**src/rtl/scan_code_key_slot_allocator_defines.svh**
```systemverilog
// Assertion macros used by the top level to check this block.
// Each macro expects clk and rst_n to be visible where it is used.
`ifndef SCAN_CODE_KEY_SLOT_ALLOCATOR_DEFINES_SVH
`define SCAN_CODE_KEY_SLOT_ALLOCATOR_DEFINES_SVH

// Property checked at every clock edge outside reset.
`define SCKSLOT_ASSERT(label, prop, msg) \
  label: assert property (@(posedge clk) disable iff (!rst_n) prop) else $error(msg);

// Property checked at every clock edge, reset included.
`define SCKSLOT_ASSERT_ALWAYS(label, prop, msg) \
  label: assert property (@(posedge clk) prop) else $error(msg);

`endif

```
**src/rtl/sckslot_pkg.sv**
```systemverilog
`default_nettype none
package sckslot_pkg;

  // Slot table size and field widths.
  localparam int SLOTS   = 10;
  localparam int SLOT_W  = 4;
  localparam int CNT_W   = 5;
  localparam int BYTE_W  = 8;
  localparam int KIND_W  = 2;

  // Decoupling queue between classifier and slot engine.
  localparam int QDEPTH  = 2;
  localparam int QPTR_W  = 1;
  localparam int QCNT_W  = 2;

  // Scan code constants.
  localparam logic [BYTE_W-1:0] CODE_MIN     = 8'h10;
  localparam logic [BYTE_W-1:0] CODE_MAX     = 8'h5F;
  localparam logic [BYTE_W-1:0] BREAK_PREFIX = 8'hF0;
  localparam logic [BYTE_W-1:0] TRACK_BASE   = 8'h15;
  localparam logic [BYTE_W-1:0] UNUSED_CODE  = 8'hFF;

  // Result event kinds.
  localparam logic [KIND_W-1:0] EV_NONE    = 2'd0;
  localparam logic [KIND_W-1:0] EV_PRESS   = 2'd1;
  localparam logic [KIND_W-1:0] EV_RELEASE = 2'd2;
  localparam logic [KIND_W-1:0] EV_FULL    = 2'd3;

  // Operations passed from the classifier to the slot engine.
  localparam logic [1:0] OP_NONE    = 2'd0;
  localparam logic [1:0] OP_PRESS   = 2'd1;
  localparam logic [1:0] OP_RELEASE = 2'd2;

  typedef struct packed {
    logic [1:0]        op;
    logic [BYTE_W-1:0] code;
    logic [BYTE_W-1:0] track;
  } op_t;

  // Status of the slot engine, watched by the top level.
  typedef struct packed {
    logic [CNT_W-1:0] free_count;
    logic             busy;
  } back_stat_t;

endpackage
`default_nettype wire

```
**src/rtl/sckslot_in_if.sv**
```systemverilog
`default_nettype none
interface sckslot_in_if;
  import sckslot_pkg::*;

  logic              valid;
  logic              ready;
  logic [BYTE_W-1:0] scan_byte;

  modport source (output valid, output scan_byte, input ready);
  modport sink (input valid, input scan_byte, output ready);
endinterface
`default_nettype wire

```
**src/rtl/sckslot_out_if.sv**
```systemverilog
`default_nettype none
interface sckslot_out_if;
  import sckslot_pkg::*;

  logic              valid;
  logic              ready;
  logic [KIND_W-1:0] event_kind;
  logic [SLOT_W-1:0] slot;
  logic [BYTE_W-1:0] track_index;

  modport source (output valid, output event_kind, output slot, output track_index,
                  input ready);
  modport sink (input valid, input event_kind, input slot, input track_index,
                output ready);
endinterface
`default_nettype wire

```
**src/rtl/sckslot_front.sv**
```systemverilog
`default_nettype none
module sckslot_front (
  input  wire logic         clk,
  input  wire logic         rst_n,
  sckslot_in_if.sink        in_ch,
  input  wire logic         q_full,
  output logic              q_push,
  output sckslot_pkg::op_t  q_data
);
  import sckslot_pkg::*;

  logic              break_pending_r;
  logic              break_pending_nxt;
  logic              accept;
  logic [BYTE_W-1:0] b;
  logic [BYTE_W-1:0] hi;
  logic [BYTE_W-1:0] shift;

  // Items are taken whenever the queue has room.
  assign in_ch.ready = !q_full;
  assign accept      = in_ch.valid && !q_full;
  assign b           = in_ch.scan_byte;

  // Track mapping: code - 0x15 - 2 * (high nibble - 1), wrapping at 8 bits.
  assign hi    = {4'b0000, b[7:4]};
  assign shift = BYTE_W'((hi - 8'd1) << 1);

  // Classify the byte as a press, a release or nothing.
  always_comb begin
    q_data.code  = b;
    q_data.track = b - TRACK_BASE - shift;
    if (b inside {[CODE_MIN:CODE_MAX]}) begin
      q_data.op = break_pending_r ? OP_RELEASE : OP_PRESS;
    end else begin
      q_data.op = OP_NONE;
    end
  end

  assign q_push            = accept;
  assign break_pending_nxt = (b == BREAK_PREFIX);

  // The break prefix only affects the byte right after it.
  always_ff @(posedge clk) begin
    if (!rst_n) begin
      break_pending_r <= 1'b0;
    end else if (accept) begin
      break_pending_r <= break_pending_nxt;
    end
  end
endmodule
`default_nettype wire

```
**src/rtl/sckslot_queue.sv**
```systemverilog
`default_nettype none
module sckslot_queue (
  input  wire logic              clk,
  input  wire logic              rst_n,
  input  wire logic              push,
  input  wire sckslot_pkg::op_t  push_data,
  output logic                   full,
  input  wire logic              pop,
  output sckslot_pkg::op_t       pop_data,
  output logic                   empty
);
  import sckslot_pkg::*;

  op_t               mem_r [QDEPTH];
  logic [QPTR_W-1:0] wr_ptr_r;
  logic [QPTR_W-1:0] rd_ptr_r;
  logic [QCNT_W-1:0] count_r;
  logic              do_push;
  logic              do_pop;

  assign full     = (count_r == QCNT_W'(QDEPTH));
  assign empty    = (count_r == '0);
  assign do_push  = push && !full;
  assign do_pop   = pop && !empty;
  assign pop_data = mem_r[rd_ptr_r];

  // Storage needs no reset.
  always_ff @(posedge clk) begin
    if (do_push) begin
      mem_r[wr_ptr_r] <= push_data;
    end
  end

  // Pointers and fill count.
  always_ff @(posedge clk) begin
    if (!rst_n) begin
      wr_ptr_r <= '0;
      rd_ptr_r <= '0;
      count_r  <= '0;
    end else begin
      if (do_push) begin
        wr_ptr_r <= wr_ptr_r + 1'b1;
      end
      if (do_pop) begin
        rd_ptr_r <= rd_ptr_r + 1'b1;
      end
      if (do_push && !do_pop) begin
        count_r <= count_r + 1'b1;
      end else if (do_pop && !do_push) begin
        count_r <= count_r - 1'b1;
      end
    end
  end
endmodule
`default_nettype wire

```
**src/rtl/sckslot_back.sv**
```systemverilog
`default_nettype none
module sckslot_back (
  input  wire logic                  clk,
  input  wire logic                  rst_n,
  input  wire logic                  q_empty,
  input  wire sckslot_pkg::op_t      q_data,
  output logic                       q_pop,
  sckslot_out_if.source              out_ch,
  output sckslot_pkg::back_stat_t    stat
);
  import sckslot_pkg::*;

  localparam logic [1:0] ST_IDLE = 2'd0;
  localparam logic [1:0] ST_SCAN = 2'd1;
  localparam logic [1:0] ST_DONE = 2'd2;

  logic [1:0]        state_r;
  op_t               op_r;
  logic [SLOT_W-1:0] k_r;
  logic              hit_r;
  logic [SLOT_W-1:0] hit_slot_r;
  logic [BYTE_W-1:0] slot_code_r [SLOTS];
  logic [SLOT_W-1:0] free_stack_r [SLOTS];
  logic [CNT_W-1:0]  free_count_r;

  logic              out_valid_r;
  logic [KIND_W-1:0] out_kind_r;
  logic [SLOT_W-1:0] out_slot_r;
  logic [BYTE_W-1:0] out_track_r;

  logic              out_free;
  logic              finish;
  logic [CNT_W-1:0]  pop_pos;
  logic [SLOT_W-1:0] pop_slot;

  assign out_free = !out_valid_r || out_ch.ready;
  assign finish   = (state_r == ST_DONE) && out_free;
  assign q_pop    = (state_r == ST_IDLE) && !q_empty;
  assign pop_pos  = free_count_r - 1'b1;
  assign pop_slot = free_stack_r[pop_pos[SLOT_W-1:0]];

  assign out_ch.valid       = out_valid_r;
  assign out_ch.event_kind  = out_kind_r;
  assign out_ch.slot        = out_slot_r;
  assign out_ch.track_index = out_track_r;

  assign stat.free_count = free_count_r;
  assign stat.busy       = (state_r != ST_IDLE);

  // Sequencer: take an operation, scan the slots one per cycle for a press or a release, then apply it.
  always_ff @(posedge clk) begin
    if (!rst_n) begin
      state_r <= ST_IDLE;
      k_r     <= '0;
      hit_r   <= 1'b0;
    end else begin
      case (state_r)
        ST_IDLE: begin
          if (!q_empty) begin
            k_r     <= '0;
            hit_r   <= 1'b0;
            state_r <= (q_data.op == OP_NONE) ? ST_DONE : ST_SCAN;
          end
        end
        ST_SCAN: begin
          if (!hit_r && slot_code_r[k_r] == op_r.code) begin
            hit_r <= 1'b1;
          end
          if (k_r == SLOT_W'(SLOTS - 1)) begin
            state_r <= ST_DONE;
          end else begin
            k_r <= k_r + 1'b1;
          end
        end
        ST_DONE: begin
          if (out_free) begin
            state_r <= ST_IDLE;
          end
        end
        default: begin
          state_r <= ST_IDLE;
        end
      endcase
    end
  end

  // Operation and match position hold no control meaning before use.
  always_ff @(posedge clk) begin
    if (q_pop) begin
      op_r <= q_data;
    end
    if (state_r == ST_SCAN && !hit_r && slot_code_r[k_r] == op_r.code) begin
      hit_slot_r <= k_r;
    end
  end

  // Slot table and free stack are updated when the result is issued.
  always_ff @(posedge clk) begin
    if (!rst_n) begin
      for (int i = 0; i < SLOTS; i++) begin
        slot_code_r[i]  <= UNUSED_CODE;
        free_stack_r[i] <= SLOT_W'(i);
      end
      free_count_r <= CNT_W'(SLOTS);
    end else if (finish) begin
      if (op_r.op == OP_RELEASE && hit_r) begin
        slot_code_r[hit_slot_r] <= UNUSED_CODE;
        if (free_count_r < CNT_W'(SLOTS)) begin
          free_stack_r[free_count_r[SLOT_W-1:0]] <= hit_slot_r;
          free_count_r <= free_count_r + 1'b1;
        end
      end else if (op_r.op == OP_PRESS && !hit_r && free_count_r != '0) begin
        free_count_r <= pop_pos;
        if ({1'b0, pop_slot} < CNT_W'(SLOTS)) begin
          slot_code_r[pop_slot] <= op_r.code;
        end
      end
    end
  end

  // Result register: holds one item until the sink takes it.
  always_ff @(posedge clk) begin
    if (!rst_n) begin
      out_valid_r <= 1'b0;
    end else if (finish) begin
      out_valid_r <= 1'b1;
    end else if (out_ch.ready) begin
      out_valid_r <= 1'b0;
    end
  end

  // Result fields; an item with no event carries zero slot and track.
  always_ff @(posedge clk) begin
    if (finish) begin
      if (op_r.op == OP_RELEASE && hit_r) begin
        out_kind_r  <= EV_RELEASE;
        out_slot_r  <= hit_slot_r;
        out_track_r <= op_r.track;
      end else if (op_r.op == OP_PRESS && !hit_r && free_count_r == '0) begin
        out_kind_r  <= EV_FULL;
        out_slot_r  <= '0;
        out_track_r <= op_r.track;
      end else if (op_r.op == OP_PRESS && !hit_r && {1'b0, pop_slot} < CNT_W'(SLOTS)) begin
        out_kind_r  <= EV_PRESS;
        out_slot_r  <= pop_slot;
        out_track_r <= op_r.track;
      end else begin
        out_kind_r  <= EV_NONE;
        out_slot_r  <= '0;
        out_track_r <= '0;
      end
    end
  end
endmodule
`default_nettype wire

```
**src/rtl/scan_code_key_slot_allocator.sv**
```systemverilog
// Channel   Dir  Payload                            Handshake
// in_ch     in   scan_byte[7:0]                     valid/ready
// out_ch    out  event_kind[1:0] slot[3:0]          valid/ready
//                track_index[7:0]
// Each scan byte gives exactly one result item, in input order.
// A press or a release passes through the slot engine as a fetch, one slot compare per
// cycle and an apply step; any other byte goes from its fetch straight to apply.
// A two-entry queue lets the classifier take bytes while the engine scans.
// Reset is synchronous and active low; it empties all slots and refills the
// free stack at once. A stalled result holds the engine in its apply step.
`default_nettype none
`include "scan_code_key_slot_allocator_defines.svh"
module scan_code_key_slot_allocator (
  input  wire logic     clk,
  input  wire logic     rst_n,
  sckslot_in_if.sink    in_ch,
  sckslot_out_if.source out_ch
);
  import sckslot_pkg::*;

  logic       q_push;
  op_t        q_push_data;
  logic       q_full;
  logic       q_pop;
  op_t        q_pop_data;
  logic       q_empty;
  back_stat_t stat;

  // Front: byte classification and break prefix tracking.
  sckslot_front u_front (
    .clk    (clk),
    .rst_n  (rst_n),
    .in_ch  (in_ch),
    .q_full (q_full),
    .q_push (q_push),
    .q_data (q_push_data)
  );

  // Queue between classifier and slot engine.
  sckslot_queue u_queue (
    .clk       (clk),
    .rst_n     (rst_n),
    .push      (q_push),
    .push_data (q_push_data),
    .full      (q_full),
    .pop       (q_pop),
    .pop_data  (q_pop_data),
    .empty     (q_empty)
  );

  // Back: slot scan, allocation and release.
  sckslot_back u_back (
    .clk     (clk),
    .rst_n   (rst_n),
    .q_empty (q_empty),
    .q_data  (q_pop_data),
    .q_pop   (q_pop),
    .out_ch  (out_ch),
    .stat    (stat)
  );

  // The free stack never holds more entries than there are slots.
  `SCKSLOT_ASSERT_ALWAYS(a_free_bound, (!rst_n || stat.free_count <= CNT_W'(SLOTS)), "free count above slot total")
  // A result with no event carries zero slot and track fields.
  `SCKSLOT_ASSERT(a_none_zero, ((out_ch.valid && out_ch.event_kind == EV_NONE) |-> (out_ch.slot == '0 && out_ch.track_index == '0)), "event none with nonzero fields")
  // A press names a real slot.
  `SCKSLOT_ASSERT(a_press_slot, ((out_ch.valid && out_ch.event_kind == EV_PRESS) |-> ({1'b0, out_ch.slot} < CNT_W'(SLOTS))), "press names a slot out of range")
  // A press result always follows a drop of the free count by one.
  `SCKSLOT_ASSERT(a_press_pop, ((out_ch.valid && !$past(out_ch.valid) && out_ch.event_kind == EV_PRESS) |-> (stat.free_count == $past(stat.free_count) - 1'b1)), "press without free stack pop")
  // The engine takes a new operation only while it is idle.
  `SCKSLOT_ASSERT(a_pop_idle, (q_pop |-> !stat.busy), "queue popped while engine busy")
endmodule
`default_nettype wire
```
**src/flat_wrapper.sv**
```systemverilog
// flat-port wrapper written by rule: the top's interface ports become plain ports
module scan_code_key_slot_allocator_flat import sckslot_pkg::*;
  (clk, rst_n, in_ch_valid, in_ch_scan_byte, in_ch_ready, out_ch_valid, out_ch_event_kind, out_ch_slot, out_ch_track_index, out_ch_ready);
  sckslot_in_if in_ch_i ();
  sckslot_out_if out_ch_i ();
  input  wire logic clk;
  input  wire logic rst_n;
  input wire logic [$bits(in_ch_i.valid)-1:0] in_ch_valid;
  input wire logic [$bits(in_ch_i.scan_byte)-1:0] in_ch_scan_byte;
  output wire logic [$bits(in_ch_i.ready)-1:0] in_ch_ready;
  output wire logic [$bits(out_ch_i.valid)-1:0] out_ch_valid;
  output wire logic [$bits(out_ch_i.event_kind)-1:0] out_ch_event_kind;
  output wire logic [$bits(out_ch_i.slot)-1:0] out_ch_slot;
  output wire logic [$bits(out_ch_i.track_index)-1:0] out_ch_track_index;
  input wire logic [$bits(out_ch_i.ready)-1:0] out_ch_ready;
  assign in_ch_i.valid = in_ch_valid;
  assign in_ch_i.scan_byte = in_ch_scan_byte;
  assign in_ch_ready = in_ch_i.ready;
  assign out_ch_valid = out_ch_i.valid;
  assign out_ch_event_kind = out_ch_i.event_kind;
  assign out_ch_slot = out_ch_i.slot;
  assign out_ch_track_index = out_ch_i.track_index;
  assign out_ch_i.ready = out_ch_ready;
  scan_code_key_slot_allocator u_core (.clk(clk), .rst_n(rst_n), .in_ch(in_ch_i), .out_ch(out_ch_i));
endmodule
```
**config.mk**
```make
export PLATFORM = sky130hd
export DESIGN_NAME = scan_code_key_slot_allocator_flat
export DESIGN_NICKNAME = d
export VERILOG_FILES = /design/src/rtl/sckslot_pkg.sv /design/src/rtl/sckslot_in_if.sv /design/src/rtl/sckslot_out_if.sv /design/src/rtl/sckslot_front.sv /design/src/rtl/sckslot_queue.sv /design/src/rtl/sckslot_back.sv /design/src/rtl/scan_code_key_slot_allocator.sv /design/src/flat_wrapper.sv
export VERILOG_INCLUDE_DIRS = /design/src /design/src/rtl
export SDC_FILE = /design/constraint.sdc
export NUM_CORES = 1
export LEC_CHECK = 0
export BUFFER_PORTS_ARGS = -buffer_cell sky130_fd_sc_hd__buf_2
export CORE_MARGIN = 1.5
export CORE_UTILIZATION = 40
export DETAILED_ROUTE_END_ITERATION = 12
export PLACE_DENSITY = 0.52
export RECOVER_POWER = 100
export SKIP_CTS_REPAIR_TIMING = 1
export SYNTH_ARGS = -nofsm -noshare
export SYNTH_HDL_FRONTEND = slang
export SYNTH_SLANG_ARGS = --single-unit
```
**constraint.sdc**
```tcl
create_clock -name clk -period 8.9 [get_ports clk]
set_clock_uncertainty 0.05 [all_clocks]
set_input_delay 1.335 -clock clk [delete_from_list [all_inputs] [get_ports clk]]
set_output_delay 1.335 -clock clk [all_outputs]
set_load 0.02 [all_outputs]
```
==> metrics.log <==
[metrics] ANT cells: 0
[metrics] source-to-sink clock delay at the later pin of the worst-skew pair: about 0.56 ns
[metrics] Tot GR Track Use: 18.9%
[metrics] ys flop type: edfxtp_1
[metrics] cell area after synthesis: about 0.013 mm2
[metrics] first-pass iteration count of the detailed router: 5
[metrics] Row Count: 66
[metrics] TritonCTS clock tree: built
[metrics] xor-xnor portion of the synthesized cell area: around 1.8%
[metrics] final global-route overflow total: 0
[metrics] DRC viols: 0
[metrics] register area: 0.00839 mm2
[metrics] Clock Path Buffers: 3
[metrics] # IOs: 28
[metrics] data arrival time of the critical path: 5.46 ns
[metrics] share of the synthesized area in the top cell type: 59.4%
[metrics] CP required: 9.03 ns
[metrics] Mapped Cells: 933
[metrics] antenna violations before repair: 0
[metrics] setup slack, reg-to-reg: 3.57 ns
[metrics] Hold WS: around 0.43 ns
[metrics] number of distinct library cells after synthesis: 71
[metrics] clock sink count: 287
[metrics] placement-stage cell area: roughly 0.014 mm2
[metrics] fraction of the mapped netlist area in simple logic gates: 11.5%
[metrics] horizontal extent of the die: ~190 um
[metrics] Yosys warning total: 0
[metrics] per-instance average area after synthesis: 14.3 um2
[metrics] placed wire-length estimate after detailed placement: around 22000 um
[metrics] H-tree lvl count: 1
[metrics] most used standard cell by instance count after synthesis: edfxtp_1
[metrics] Final Instance Area: between 0.01 and 0.015 mm2
[metrics] flip-flop and latch count after synthesis: 287
[metrics] crit-path max FO: 20
[metrics] top cell type by total area after synthesis: edfxtp_1
[metrics] Post-synth EDFFs: 264
[metrics] clock buffer count from CTS: 31
[metrics] sequential area share after synthesis: 62.8%
[metrics] ratio of total power to cell area: 231 mW/mm2
[metrics] dominant cells by area after synthesis: edfxtp_1 (59%), mux4_2 (8.3%), dfxtp_1 (3.4%)
[metrics] main combinational cell family by area after synthesis: multiplexers
[metrics] post-route setup slack: 3.57 ns
[metrics] minimum setup slack after placement: 4.35 ns
[metrics] share of async-settable or async-resettable flops after synthesis: 0%
[metrics] overall die area: about 0.034 mm2
[metrics] outcome: complete, but fails checks
[metrics] first-iteration detailed-routing DRC count: 600
[metrics] total count of max-transition violations in the final report: 24
[metrics] ratio of cells with drive above 1 in the final layout: 14.5%
[metrics] post-detailed-route count of antenna-violating nets: 0
[metrics] startpoint types: flip-flop
[metrics] final critical-path share of the clock period: roughly 60%
[metrics] number of nets in the finished design: 1022
[metrics] unrepaired setup endpoints after global routing: no
[metrics] Clk pin slew, worst setup/hold paths: 0.06 ns
[metrics] largest net degree at the start of global routing: 46
[metrics] Finish-stage setup viols: 0
[metrics] max-capacitance violation count: 1
[metrics] placeable core region: 0.0327 mm2
[metrics] global-route wire length before repair: 48400 um
[metrics] cell at the root of the clock tree: clkbuf_16
[metrics] routed len/inst: between 20 and 25 um
[metrics] Slew HR: -32.0%
[metrics] Tightest Pin Transition: slightly below 2 ns
[metrics] leakage power figure: 4.67 nW
[metrics] via count: 7902
[metrics] Via density: 5.44
[metrics] compound-cell area share of the yosys netlist: 4.76%
[metrics] critical setup path kind: reg -> reg
[metrics] count of fill cells added during filler insertion: 3033
[metrics] Synth Area in Adders: around 2.1%
[metrics] failing checks: max-capacitance violations, max-slew violations
[metrics] last weighted congestion value of the routability-driven placer: around 0.81
[metrics] path type of the worst min-delay path: reg -> reg
[metrics] Detailed Route WL: 31400 um
[metrics] mux cell area share after synthesis: 14.1%
[metrics] area used by multi-input combinational logic: 0.00463 mm2
[metrics] effective utilization at floorplan: 40.8%
[metrics] Critical Path Sink Type: flip-flop
[metrics] post-layout min period: 5.33 ns
[metrics] Max Clk Rate: 188 MHz
[metrics] cell types with the highest counts after synthesis: edfxtp_1 (264), nand2_1 (61), nand3_1 (61)
[metrics] floorplan die height: 186 um
[metrics] number of hold violations in the final report: 0
[metrics] final-layout setup total negative slack: 0 ns
[metrics] buffers added on ports: 27
[metrics] number of global-route vias before repair: around 8000
[metrics] signed area change from the synthesized netlist to the final layout: 12.1%
[metrics] peak supply drop: 0.205 mV
cell type report:
type / instances / share of cell area [%]
sequential: 287 / 56.0
clock buffer: 36 / 5.31
timing repair buffer: 46 / 1.29
inverter: 40 / 1.00
tap: 442 / 3.69
multi-input combinational: 582 / 31.0
clock inverter: 19 / 1.71
state kept, by name (all words and copies together), names as in the netlist, named ones only:
signal	flops
u_core.u_back.out_ch.valid	1
u_core.u_back.state_r	2
u_core.u_queue.rd_ptr_r	1
u_core.u_front.break_pending_r	1
u_core.u_back.free_count_r	5
u_core.u_back.free_stack_r	64
u_core.u_back.k_r	4
u_core.u_back.op_r	18
u_core.u_back.hit_r	1
u_core.u_back.out_ch.event_kind	2
u_core.u_back.out_ch.slot	4
u_core.u_queue.mem_r	36
u_core.u_back.out_ch.track_index	8
u_core.u_queue.wr_ptr_r	1
u_core.u_back.slot_code_r	128
u_core.u_back.hit_slot_r	4
u_core.u_queue.count_r	2
worst max-delay path, cell delays in order (launching register included):
cell and delay, ns:
dfxtp_1 0.31, inv_1 0.39, ha_1 0.36, xor2_1 0.59
clkbuf_1 0.45, mux4_2 0.61, nor3_1 0.26, o21ai_0 0.10
o21ai_0 0.15, clkbuf_1 0.85, nor2b_1 0.82
stage by stage:
step,total power [mW],instances,util (%)
floorplan,2.03,956,-
finish,3.46,1452,45.8
global route,3.61,1452,45.8
global placement,2.17,1397,42.9
CTS,3.51,1452,46.2
detailed placement,2.17,1397,42.9
where the power goes:
part / switching [mW] / leakage [nW] / internal [mW] / total (mW)
Sequential: 0.0634 / 2.51 / 1.61 / 1.67
Combinational: 0.282 / 1.65 / 0.174 / 0.456
Clock: 0.526 / 0.502 / 0.809 / 1.34
Total: 0.872 / 4.67 / 2.59 / 3.46
per-layer routing:
| metal | global-route usage (%) | up-vias | routed length (um) |
|---|---|---|---|
| met4 | 4.29 | 0 | 621 |
| met5 | 0 | - | 0 |
| met2 | 29.9 | 184 | 14600 |
| li1 | - | 3660 | - |
| met1 | 27.7 | 4017 | 14600 |
| met3 | 2.70 | 41 | 1490 |
worst paths after layout:
| path | startpoint | end | cells after the start |
|---|---|---|---|
| worst max-delay path | u_core.u_back.free_count_r[0] | u_core.u_back.slot_code_r[14][3] | 10 |
| worst min register to register | u_core.u_front.break_pending_r | u_core.u_front.break_pending_r | 2 |
| worst max register to register | u_core.u_back.free_count_r[0] | u_core.u_back.slot_code_r[14][3] | 10 |
| worst min-delay path | u_core.u_front.break_pending_r | u_core.u_front.break_pending_r | 2 |
cells by family (layout without fill, tap and decap cells):
logic type,count (synthesis),count (layout)
AND/OR/NAND/NOR,299,299
flip-flops,287,287
multiplexers,121,121
AO/OA/AOI/OAI,89,89
buffers and inverters,87,141
XOR/XNOR,27,27
adder cells (fa/ha/maj),22,22
other,1,24
cell usage in the layout, fill, tap and decap left out, drive strengths merged, types with 7 or more instances in the layout:
| cell type | count |
|---|---|
| a21o | 8 |
| nand2b | 18 |
| nor2b | 10 |
| xor2 | 12 |
| conb | 24 |
| nor3 | 25 |
| clkinv | 12 |
| mux2 | 41 |
| o21ai | 12 |
| nand2 | 61 |
| and2 | 24 |
| nand4 | 7 |
| and3 | 8 |
| ha | 21 |
| inv | 37 |
| xnor2 | 15 |
| edfxtp | 264 |
| mux4 | 49 |
| clkbuf | 76 |
| mux2i | 31 |
| nand3 | 61 |
| dfxtp | 23 |
| nor2 | 46 |
| a21oi | 27 |
| nor4 | 14 |
Note: power is estimated with default switching activity, not from simulation.
